$ cat config.mk
export PLATFORM = sky130hd
export DESIGN_NAME = rgb_ycbcr_color_converter
export DESIGN_NICKNAME = d
export VERILOG_FILES = /design/src/rtl/rycc_pkg.sv /design/src/rtl/rgb_ycbcr_color_converter.sv /design/src/rtl/rycc_position.sv /design/src/rtl/rycc_convert.sv
export VERILOG_INCLUDE_DIRS = /design/src /design/src/rtl
export SDC_FILE = /design/constraint.sdc
export NUM_CORES = 2
export LEC_CHECK = 0
export BUFFER_PORTS_ARGS = -buffer_cell sky130_fd_sc_hd__buf_2
export CORE_AREA = 4 4 287 289
export DETAILED_ROUTE_END_ITERATION = 10
export DIE_AREA = 0 0 291 293
export PLACE_DENSITY = 0.67
export SYNTH_ARGS = -nofsm -noshare
export SYNTH_HDL_FRONTEND = slang
export SYNTH_SLANG_ARGS = --single-unit
$ cat constraint.sdc
create_clock -name clk -period 9.1 [get_ports clk]
set_input_delay 1.82 -clock clk [delete_from_list [all_inputs] [get_ports clk]]
set_output_delay 1.82 -clock clk [all_outputs]
set_load 0.01 [all_outputs]
$ cat src/rtl/assert_macros.svh
// Assertion macros used by the converter top level.
`ifndef ASSERT_MACROS_SVH
`define ASSERT_MACROS_SVH

// Same-cycle implication, disabled in reset.
`define ASSERT_IMPLY(label, clk, rst, ante, cons) \
  label: assert property (@(posedge clk) disable iff (rst) (ante) |-> (cons)) \
    else $error("implication check failed");

// Next-cycle implication, disabled in reset.
`define ASSERT_NEXT(label, clk, rst, ante, cons) \
  label: assert property (@(posedge clk) disable iff (rst) (ante) |=> (cons)) \
    else $error("next-cycle check failed");

`endif

$ cat src/rtl/rycc_pkg.sv
// Types, constants and register indexes of the RGB/YCbCr converter.
package rycc_pkg;

  localparam int MAX_WIDTH_DEFAULT = 4096;

  localparam int CFG_INDEX_W = 2;
  localparam int ROW_WIDTH_W = 13;

  localparam logic [CFG_INDEX_W-1:0] CFG_DIRECTION     = 2'd0;
  localparam logic [CFG_INDEX_W-1:0] CFG_SPARSE_CHROMA = 2'd1;
  localparam logic [CFG_INDEX_W-1:0] CFG_ROW_WIDTH     = 2'd2;

  // 16.16 JFIF coefficients and offsets, 26-bit signed working width
  localparam int ACC_W = 26;
  localparam logic signed [ACC_W-1:0] K_Y_R    = 26'sd19595;
  localparam logic signed [ACC_W-1:0] K_Y_G    = 26'sd38470;
  localparam logic signed [ACC_W-1:0] K_Y_B    = 26'sd7471;
  localparam logic signed [ACC_W-1:0] OFF_Y    = 26'sd32768;
  localparam logic signed [ACC_W-1:0] K_CB_R   = -26'sd11058;
  localparam logic signed [ACC_W-1:0] K_CB_G   = -26'sd21709;
  localparam logic signed [ACC_W-1:0] K_HALF   = 26'sd32767;
  localparam logic signed [ACC_W-1:0] OFF_C    = 26'sd8421376;
  localparam logic signed [ACC_W-1:0] K_CR_G   = -26'sd27438;
  localparam logic signed [ACC_W-1:0] K_CR_B   = -26'sd5329;
  localparam logic signed [ACC_W-1:0] K_R_CR   = 26'sd91885;
  localparam logic signed [ACC_W-1:0] OFF_R    = -26'sd11728512;
  localparam logic signed [ACC_W-1:0] K_G_CB   = -26'sd22554;
  localparam logic signed [ACC_W-1:0] K_G_CR   = -26'sd46803;
  localparam logic signed [ACC_W-1:0] OFF_G    = 26'sd8910464;
  localparam logic signed [ACC_W-1:0] K_B_CB   = 26'sd116134;
  localparam logic signed [ACC_W-1:0] OFF_B    = -26'sd14832384;

  typedef struct packed {
    logic [7:0] comp0;
    logic [7:0] comp1;
    logic [7:0] comp2;
    logic [7:0] alpha_in;
  } pixel_in_t;

  typedef struct packed {
    logic [7:0] res0;
    logic [7:0] res1;
    logic [7:0] res2;
    logic [7:0] alpha_out;
  } pixel_out_t;

  // per-item conversion mode
  typedef struct packed {
    logic inverse;
    logic luma_only;
  } conv_mode_t;

  // raster position parity
  typedef struct packed {
    logic odd_column;
    logic odd_row;
  } parity_t;

endpackage

$ cat src/rtl/rgb_ycbcr_color_converter.sv
// Top level of the RGB/YCbCr pixel converter: channels, pipeline and registers.
//
// Usage
//   pixel channel  : one item per pixel (comp0..comp2, alpha_in), raster order.
//   result channel : one item per pixel (res0..res2, alpha_out), same order.
//   cfg channel    : register writes, index 0 direction, 1 sparse_chroma,
//                    2 row_width; other indexes are ignored. Always ready.
//                    Write only while the pipeline is empty.
// Timing
//   Two register stages: an input register and a result register. An item
//   accepted into the input register passes through the datapath into the
//   result register, which shows it on the result port.
//   Throughput is one item per cycle while result_ready stays high, set by
//   the combinational datapath between the two registers.
// Stalls
//   When result_ready is low and a result is shown, the result register holds;
//   the input register still takes one more item, after which pixel_ready falls.
// Reset
//   rst (synchronous) empties both stages, sets direction to forward,
//   sparse_chroma off, row_width to 1 and the raster position to column 0
//   of an even row.
`include "assert_macros.svh"

module rgb_ycbcr_color_converter
  import rycc_pkg::*;
#(
  parameter int MAX_WIDTH = MAX_WIDTH_DEFAULT
) (
  input  logic                   clk,
  input  logic                   rst,
  input  logic                   pixel_valid,
  output logic                   pixel_ready,
  input  pixel_in_t              pixel,
  output logic                   result_valid,
  input  logic                   result_ready,
  output pixel_out_t             result,
  input  logic                   cfg_valid,
  output logic                   cfg_ready,
  input  logic [CFG_INDEX_W-1:0] cfg_index,
  input  logic [ROW_WIDTH_W-1:0] cfg_data
);

  // configuration registers
  logic                   direction;
  logic                   sparse_chroma;
  logic [ROW_WIDTH_W-1:0] row_width;

  // input stage
  logic       s1_valid;
  pixel_in_t  s1_pixel;
  conv_mode_t s1_mode;
  logic       s1_advance;
  logic       pixel_accept;

  parity_t    parity;
  conv_mode_t mode_next;
  pixel_out_t conv_result;

  assign cfg_ready = 1'b1;

  always_ff @(posedge clk) begin
    if (rst) begin
      direction     <= 1'b0;
      sparse_chroma <= 1'b0;
      row_width     <= ROW_WIDTH_W'(1);
    end else if (cfg_valid && cfg_ready) begin
      case (cfg_index)
        CFG_DIRECTION:     direction     <= cfg_data[0];
        CFG_SPARSE_CHROMA: sparse_chroma <= cfg_data[0];
        CFG_ROW_WIDTH:     row_width     <= cfg_data;
        default: ;
      endcase
    end
  end

  // pipeline handshake: input stage moves when the result register is free
  assign s1_advance   = s1_valid && (!result_valid || result_ready);
  assign pixel_ready  = !s1_valid || s1_advance;
  assign pixel_accept = pixel_valid && pixel_ready;

  // mode is fixed at acceptance, from the position of this pixel
  assign mode_next.inverse   = direction;
  assign mode_next.luma_only = direction && sparse_chroma &&
                               (parity.odd_column || parity.odd_row);

  rycc_position #(
    .MAX_WIDTH (MAX_WIDTH)
  ) u_position (
    .clk       (clk),
    .rst       (rst),
    .advance   (pixel_accept),
    .row_width (row_width),
    .parity    (parity)
  );

  always_ff @(posedge clk) begin
    if (rst) begin
      s1_valid <= 1'b0;
    end else if (pixel_ready) begin
      s1_valid <= pixel_valid;
    end
  end

  always_ff @(posedge clk) begin
    if (pixel_accept) begin
      s1_pixel <= pixel;
      s1_mode  <= mode_next;
    end
  end

  rycc_convert u_convert (
    .pixel  (s1_pixel),
    .mode   (s1_mode),
    .result (conv_result)
  );

  // result register
  always_ff @(posedge clk) begin
    if (rst) begin
      result_valid <= 1'b0;
    end else if (!result_valid || result_ready) begin
      result_valid <= s1_valid;
    end
  end

  always_ff @(posedge clk) begin
    if (s1_advance) begin
      result <= conv_result;
    end
  end

  // checks
  `ASSERT_IMPLY(a_stall_blocks_input, clk, rst,
                s1_valid && result_valid && !result_ready, !pixel_ready)
  `ASSERT_NEXT(a_accept_fills_stage, clk, rst, pixel_accept, s1_valid)
  `ASSERT_IMPLY(a_luma_only_inverse, clk, rst,
                s1_valid && s1_mode.luma_only, s1_mode.inverse)
  `ASSERT_NEXT(a_luma_only_grey, clk, rst, s1_advance && s1_mode.luma_only,
               result.res0 == result.res1 && result.res1 == result.res2)

endmodule

$ cat src/rtl/rycc_position.sv
// Column counter and row/column parity tracker.
module rycc_position
  import rycc_pkg::*;
#(
  parameter int MAX_WIDTH = MAX_WIDTH_DEFAULT
) (
  input  logic                   clk,
  input  logic                   rst,
  input  logic                   advance,
  input  logic [ROW_WIDTH_W-1:0] row_width,
  output parity_t                parity
);

  localparam int CW = $clog2(MAX_WIDTH);
  localparam int WW = (CW + 1 > ROW_WIDTH_W) ? CW + 1 : ROW_WIDTH_W;

  logic [CW-1:0] column_count;
  logic [WW-1:0] width_ext;
  logic [WW-1:0] width_eff;
  logic [WW-1:0] count_inc;
  logic          row_end;

  assign width_ext = WW'(row_width);
  assign count_inc = WW'(column_count) + WW'(1);
  assign row_end   = (count_inc >= width_eff);

  always_comb begin
    if (width_ext == '0) begin
      width_eff = WW'(1);
    end else if (width_ext > WW'(MAX_WIDTH)) begin
      width_eff = WW'(MAX_WIDTH);
    end else begin
      width_eff = width_ext;
    end
  end

  always_ff @(posedge clk) begin
    if (rst) begin
      column_count      <= '0;
      parity.odd_column <= 1'b0;
      parity.odd_row    <= 1'b0;
    end else if (advance) begin
      if (row_end) begin
        column_count      <= '0;
        parity.odd_column <= 1'b0;
        parity.odd_row    <= ~parity.odd_row;
      end else begin
        column_count      <= count_inc[CW-1:0];
        parity.odd_column <= ~parity.odd_column;
      end
    end
  end

endmodule

$ cat src/rtl/rycc_convert.sv
// Fixed-point colour conversion datapath, forward and inverse.
module rycc_convert
  import rycc_pkg::*;
(
  input  pixel_in_t  pixel,
  input  conv_mode_t mode,
  output pixel_out_t result
);

  logic signed [ACC_W-1:0] e0, e1, e2;
  logic signed [ACC_W-1:0] y_sum, cb_sum, cr_sum;
  logic signed [ACC_W-1:0] dr_sum, dg_sum, db_sum;
  logic signed [10:0]      r_pre, g_pre, b_pre;

  function automatic logic [7:0] clamp_byte(input logic signed [10:0] v);
    logic [7:0] c;
    if (v < 11'sd0) begin
      c = 8'd0;
    end else if (v > 11'sd255) begin
      c = 8'd255;
    end else begin
      c = v[7:0];
    end
    return c;
  endfunction

  assign e0 = signed'({18'd0, pixel.comp0});
  assign e1 = signed'({18'd0, pixel.comp1});
  assign e2 = signed'({18'd0, pixel.comp2});

  // forward sums stay in 0 .. (256 << 16) - 1
  assign y_sum  = K_Y_R * e0 + K_Y_G * e1 + K_Y_B * e2 + OFF_Y;
  assign cb_sum = K_CB_R * e0 + K_CB_G * e1 + K_HALF * e2 + OFF_C;
  assign cr_sum = K_HALF * e0 + K_CR_G * e1 + K_CR_B * e2 + OFF_C;

  // inverse chroma terms; bits [25:16] give the floor shift
  assign dr_sum = K_R_CR * e2 + OFF_R;
  assign dg_sum = K_G_CB * e1 + K_G_CR * e2 + OFF_G;
  assign db_sum = K_B_CB * e1 + OFF_B;

  assign r_pre = signed'({3'd0, pixel.comp0}) + 11'(signed'(dr_sum[25:16]));
  assign g_pre = signed'({3'd0, pixel.comp0}) + 11'(signed'(dg_sum[25:16]));
  assign b_pre = signed'({3'd0, pixel.comp0}) + 11'(signed'(db_sum[25:16]));

  always_comb begin
    result.alpha_out = pixel.alpha_in;
    if (!mode.inverse) begin
      result.res0 = y_sum[23:16];
      result.res1 = cb_sum[23:16];
      result.res2 = cr_sum[23:16];
    end else if (mode.luma_only) begin
      result.res0 = pixel.comp0;
      result.res1 = pixel.comp0;
      result.res2 = pixel.comp0;
    end else begin
      result.res0 = clamp_byte(r_pre);
      result.res1 = clamp_byte(g_pre);
      result.res2 = clamp_byte(b_pre);
    end
  end

endmodule
# Word level (Yosys, flattened, before mapping)
# Index checks and enable logic that the tools add are counted.
# Widths: inputs -> output; s select.
# word_totals
ff_bits,97
inputBits,52
output_inout_bits,35
word_cells,87
# op_classes
addsub,17
multipliers,13
magnitude_cmp,8
eq_ne,2
muxes,12
bitwise_logic,2
n_reduce_logical,15
# ops
operator,n
$add 24x24->24,6
$mul 15x8->23 const A,4
$add 26x25->26 const B,3
$add 24x24->24 const B,2
$mux 24,2
$mux 8,6
$mul 14x9->23 const A,2
$add 9x10->11,3
$gt 11x9->1 const B,3
$lt 11x1->1 const B,3
$add 26x26->26,1
$mul 17x9->26 const A,1
$mux 13,2
$mul 17x8->25 const A,1
$add 24x17->24 const B,1
$mul 15x9->24 const A,1
$mul 16x8->24 const A,1
$mul 16x9->24 const A,1
$mul 15x9->23 const A,1
$mul 13x8->21 const A,1
$add 12x1->13 const B,1
$ge 13x13->1,1
$gt 13x13->1 const B,1
$logic_not 13->1,1
other kinds (10),20

# Depth between registers and ports, before layout
# logic_depth
word_depth,9
depth_mapped,43
depth_no_buf,43

# Cells and area by module
# A second synthesis with hierarchy kept.
# hier_totals
hier_cells,3571
area_unflattened_um2,34331.7
# by_module_without_submodules
mod,n_inst,cells_per_inst,area_per_inst_um2,seq_area_each_um2
rycc_convert,1,3274,30401.7,0.0
rgb_ycbcr_color_converter,1,146,2780.2,2322.2
rycc_position,1,151,1149.9,280.3

# Least setup slack after synthesis
# Ideal clock, no wire load.
# synth_path
path_type,register to register
from,reg s1_pixel[16] (netlist name)
to,"reg result[23] (netlist name), data pin"
setup_ns,0.149
arrival_ns,9.020
t_required_ns,8.951
path_slack_ns,-0.069
stages_incl_launch_ff,38
n_path_buf,0
period_less_slack_ns,9.169
path_cell_list,edfxtp_1 > fa_1 > xor2_1 > inv_1 > fa_1 > inv_1 > fa_1 > ha_1 > a21oi_1 > o21bai_1 > a21oi_1 > o21bai_1 > a21oi_1 > nor2b_1 > o21a_1 > o41ai_1 > xnor2_1 > ha_1 > (+2 left out) > fa_1 > inv_1 > ha_1 > a21o_1 > a21o_1 > a21oi_1 > a21boi_0 > o21ai_0 > nand2b_1 > a211oi_1 > nor2_1 > ha_1 > inv_1 > o21bai_1 > nand3b_1 > mux2_1 > a31oi_1 > a2bb2oi_1
# synth_rtl
item,line_no,source
"start, declared",rgb_ycbcr_color_converter.sv:50,pixel_in_t s1_pixel;
"start signal, assigned",rgb_ycbcr_color_converter.sv:106,s1_pixel <= pixel;
"end signal, assigned",rgb_ycbcr_color_converter.sv:128,result <= conv_result;
"end, declared",rgb_ycbcr_color_converter.sv:36,"output pixel_out_t result,"

==> results.yml <==
sta:
  finalSetupTns_ns: 0
  relSlewSlack: 0.252
  max_freq_mhz: 112
  hold_violations: 0
  final-max-slew-violation-count: 0
  layout_min_cycle_time_ns: 8.94
  tightest_slew_ns: 1.12
  setup_viol: 0
  period_share: 0.983
  rsz0062_at_grt: "true"
  fin_skew_ns: 0.0164
yosys:
  ys_types: 81
  synth_enable_flop_cells: 66
  synth_seq_area_share: 0.0744
  syn_inst: 3743
  syn-num-nets: 5052
  synth-seq-cells: 97
  synthesis.area_sq_mm: 0.0350
  yosysWarnings: 0
  synthArstFlopShare: 0
  synth.avg_cell_area_sq_um: 9.34
  ys.flop_type: "edfxtp_1"
placement:
  hpwl_um: 89000
  dpl_cell_area_sq_mm: 0.0376
  place_congestion: 0.992
  port_buffers: 85
critical_path:
  cp_slowest_cell: "fa_2"
  critPathMostFrequentCell: "fa_1"
  startpoint_type: "flip-flop"
  critPathBufInv: 5
  critPathKind: "flip-flop to flip-flop"
  reg2reg_depth: 36
  crit_required_ns: 9.31
  path_max_fanout: 8
  crit_path_max_incr_delay_ns: 0.69
  end_kind: "flip-flop"
  worstPathArrival_ns: 9.15
  crit_cells: 36
  cp_top_family: "adder cells"
final_layout:
  num-nets-final: 5262
  area_growth_pct: 9.34
  antennaDiodeCount: 0
  final_common_cell: "inv_1"
  final_cell_mix: "inv_1, ha_1, fa_1"
  drive_above_1_share: 0.0806
  fin_area_sq_mm: 0.0382
global_route:
  grt_max_degree: 43
  first_global_vias: 26800
  grt_usage: 0.235
  grt_pass1_wl_um: 154000
  grt_overflow_total: 0
  antenna_found_initial: 4
routing:
  drt-initial-drc-count: 1759
  drt_first_pass_iters: 5
  ant_nets: 0
  viasPerCell: 5.34
  via_count: 26800
  drc_errors: 0
  routed_wl_um: 101000
  avgRoutedWirePerCell_um: 20.1
clocking:
  cts-buffers-inserted: 9
  clkTransAtPathRegs_ns: 0.09
  tritoncts: "done"
  clk_path_buf_depth: 2
  clock_sinks: 97
  htree_levels: 3
  clkLatencyLatePin_ns: 0.38
  cts-root-buf: "clkbuf_16"
floorplan:
  core_sq_mm: 0.0799
  die_height_um: 293
  num_rows: 104
  chipWidth_um: 291
  ioPinCount: 87
  start_util: 0.438
  die_area_sq_mm: 0.0853
hold_path:
  min_path_cells: 0
  min-delay-path-class: "flip-flop to flip-flop"
run:
  drv_cap: 0
status:
  status: "finished, final reports clean"
==> sequential cells by signal (all words and copies together), names as in the netlist, 2 cells and up <==
name                     cells
result                      32
row_width                   13
s1_mode                      2
s1_pixel                    32
u_position.column_count     12
u_position.parity            2
==> stage by stage <==
stage / std cells / hold WS [ns] / utilization / setup slack, ns
after detailed placement: 4994 / 0.407 / 0.471 / 0.0636
after global placement: 4994 / 0.401 / 0.471 / 0.164
after floorplan: 3743 / 0.400 / - / 0.00391
final: 5018 / 0.426 / 0.479 / 0.156
after CTS: 5011 / 0.428 / 0.475 / 0.00431
after global routing: 5018 / 0.439 / 0.479 / -0.191
==> cell usage after synthesis, types with 21 or more instances <==
library cell,count,area share
xor2_1,99,0.025
o21ai_0,87,0.012
nand2b_1,24,0.0043
nor2b_1,27,0.0048
fa_1,499,0.29
a21oi_1,187,0.027
o21bai_1,42,0.0090
clkbuf_1,23,0.0025
or3_1,28,0.0050
edfxtp_1,66,0.057
dfxtp_1,31,0.018
nand3_1,40,0.0057
nor2_1,136,0.015
nor3_1,62,0.0089
a31oi_1,30,0.0054
ha_1,758,0.27
o211ai_1,21,0.0045
xnor2_1,179,0.045
nand2_1,151,0.016
a21o_1,64,0.014
inv_1,881,0.095
o21a_1,37,0.0079
==> worst register-to-register path: cells and delay by family, from the launching register on <==
kind                       cells  cell delay [ns]
AOI/OAI and AO/OA             14             2.23
xor gates and xnor gates       1             0.37
adders and majority gates     10             4.31
buffers and inverters          5             0.41
DFF                            1             0.43
muxes                          1             0.34
and+or+nand+nor                5             0.67
==> area by class of cell <==
type	instances	area, sq um
Sequential cell	97	2600
Multi-Input combinational cell	2739	29200
Tap cell	1060	1330
Inverter	882	3310
Timing Repair Buffer	224	1470
Clock inverter	7	88.8
Clock buffer	9	225
Fill cell	7597	41700
==> layer usage <==
metal,track usage,vias up,wire length (um),part of all wire
met5,0,-,13,0.00013
met2,0.374,727,44800,0.44
met3,0.0305,184,5890,0.058
met1,0.332,13100,45900,0.46
met4,0.0785,2,4110,0.041
li1,-,12700,-,-
==> cell families after synthesis <==
family | count (synthesis) | share of synthesized area
DFF | 97 | 0.0744
and+or+nand+nor | 566 | 0.0793
xor gates and xnor gates | 280 | 0.0707
AOI/OAI and AO/OA | 618 | 0.116
other | 1 | 0.000107
adders and majority gates | 1258 | 0.557
buffers and inverters | 907 | 0.0975
muxes | 16 | 0.00476
==> final timing paths <==
kind,from,to,slack [ns]
worst min-delay path,s1_pixel[6],result[6],0.43
worst max-delay path,s1_pixel[16],result[20],0.16
worst max register to register,s1_pixel[16],result[20],0.16
worst min register to register,s1_pixel[6],result[6],0.43
==> timing repair <==
item | 4_1_cts | 5_1_grt
pin swaps | 1 | 39
endpoints found under the setup margin | 2 | 17
setup buffers | 1 | 7
endpoints found under the hold margin | 0 | 0
hold buffers | 0 | 0
gates resized for setup | 0 | 59
Power is not shown: default switching activity piles up to over one toggle a cycle in this logic, so the estimate is an artifact.
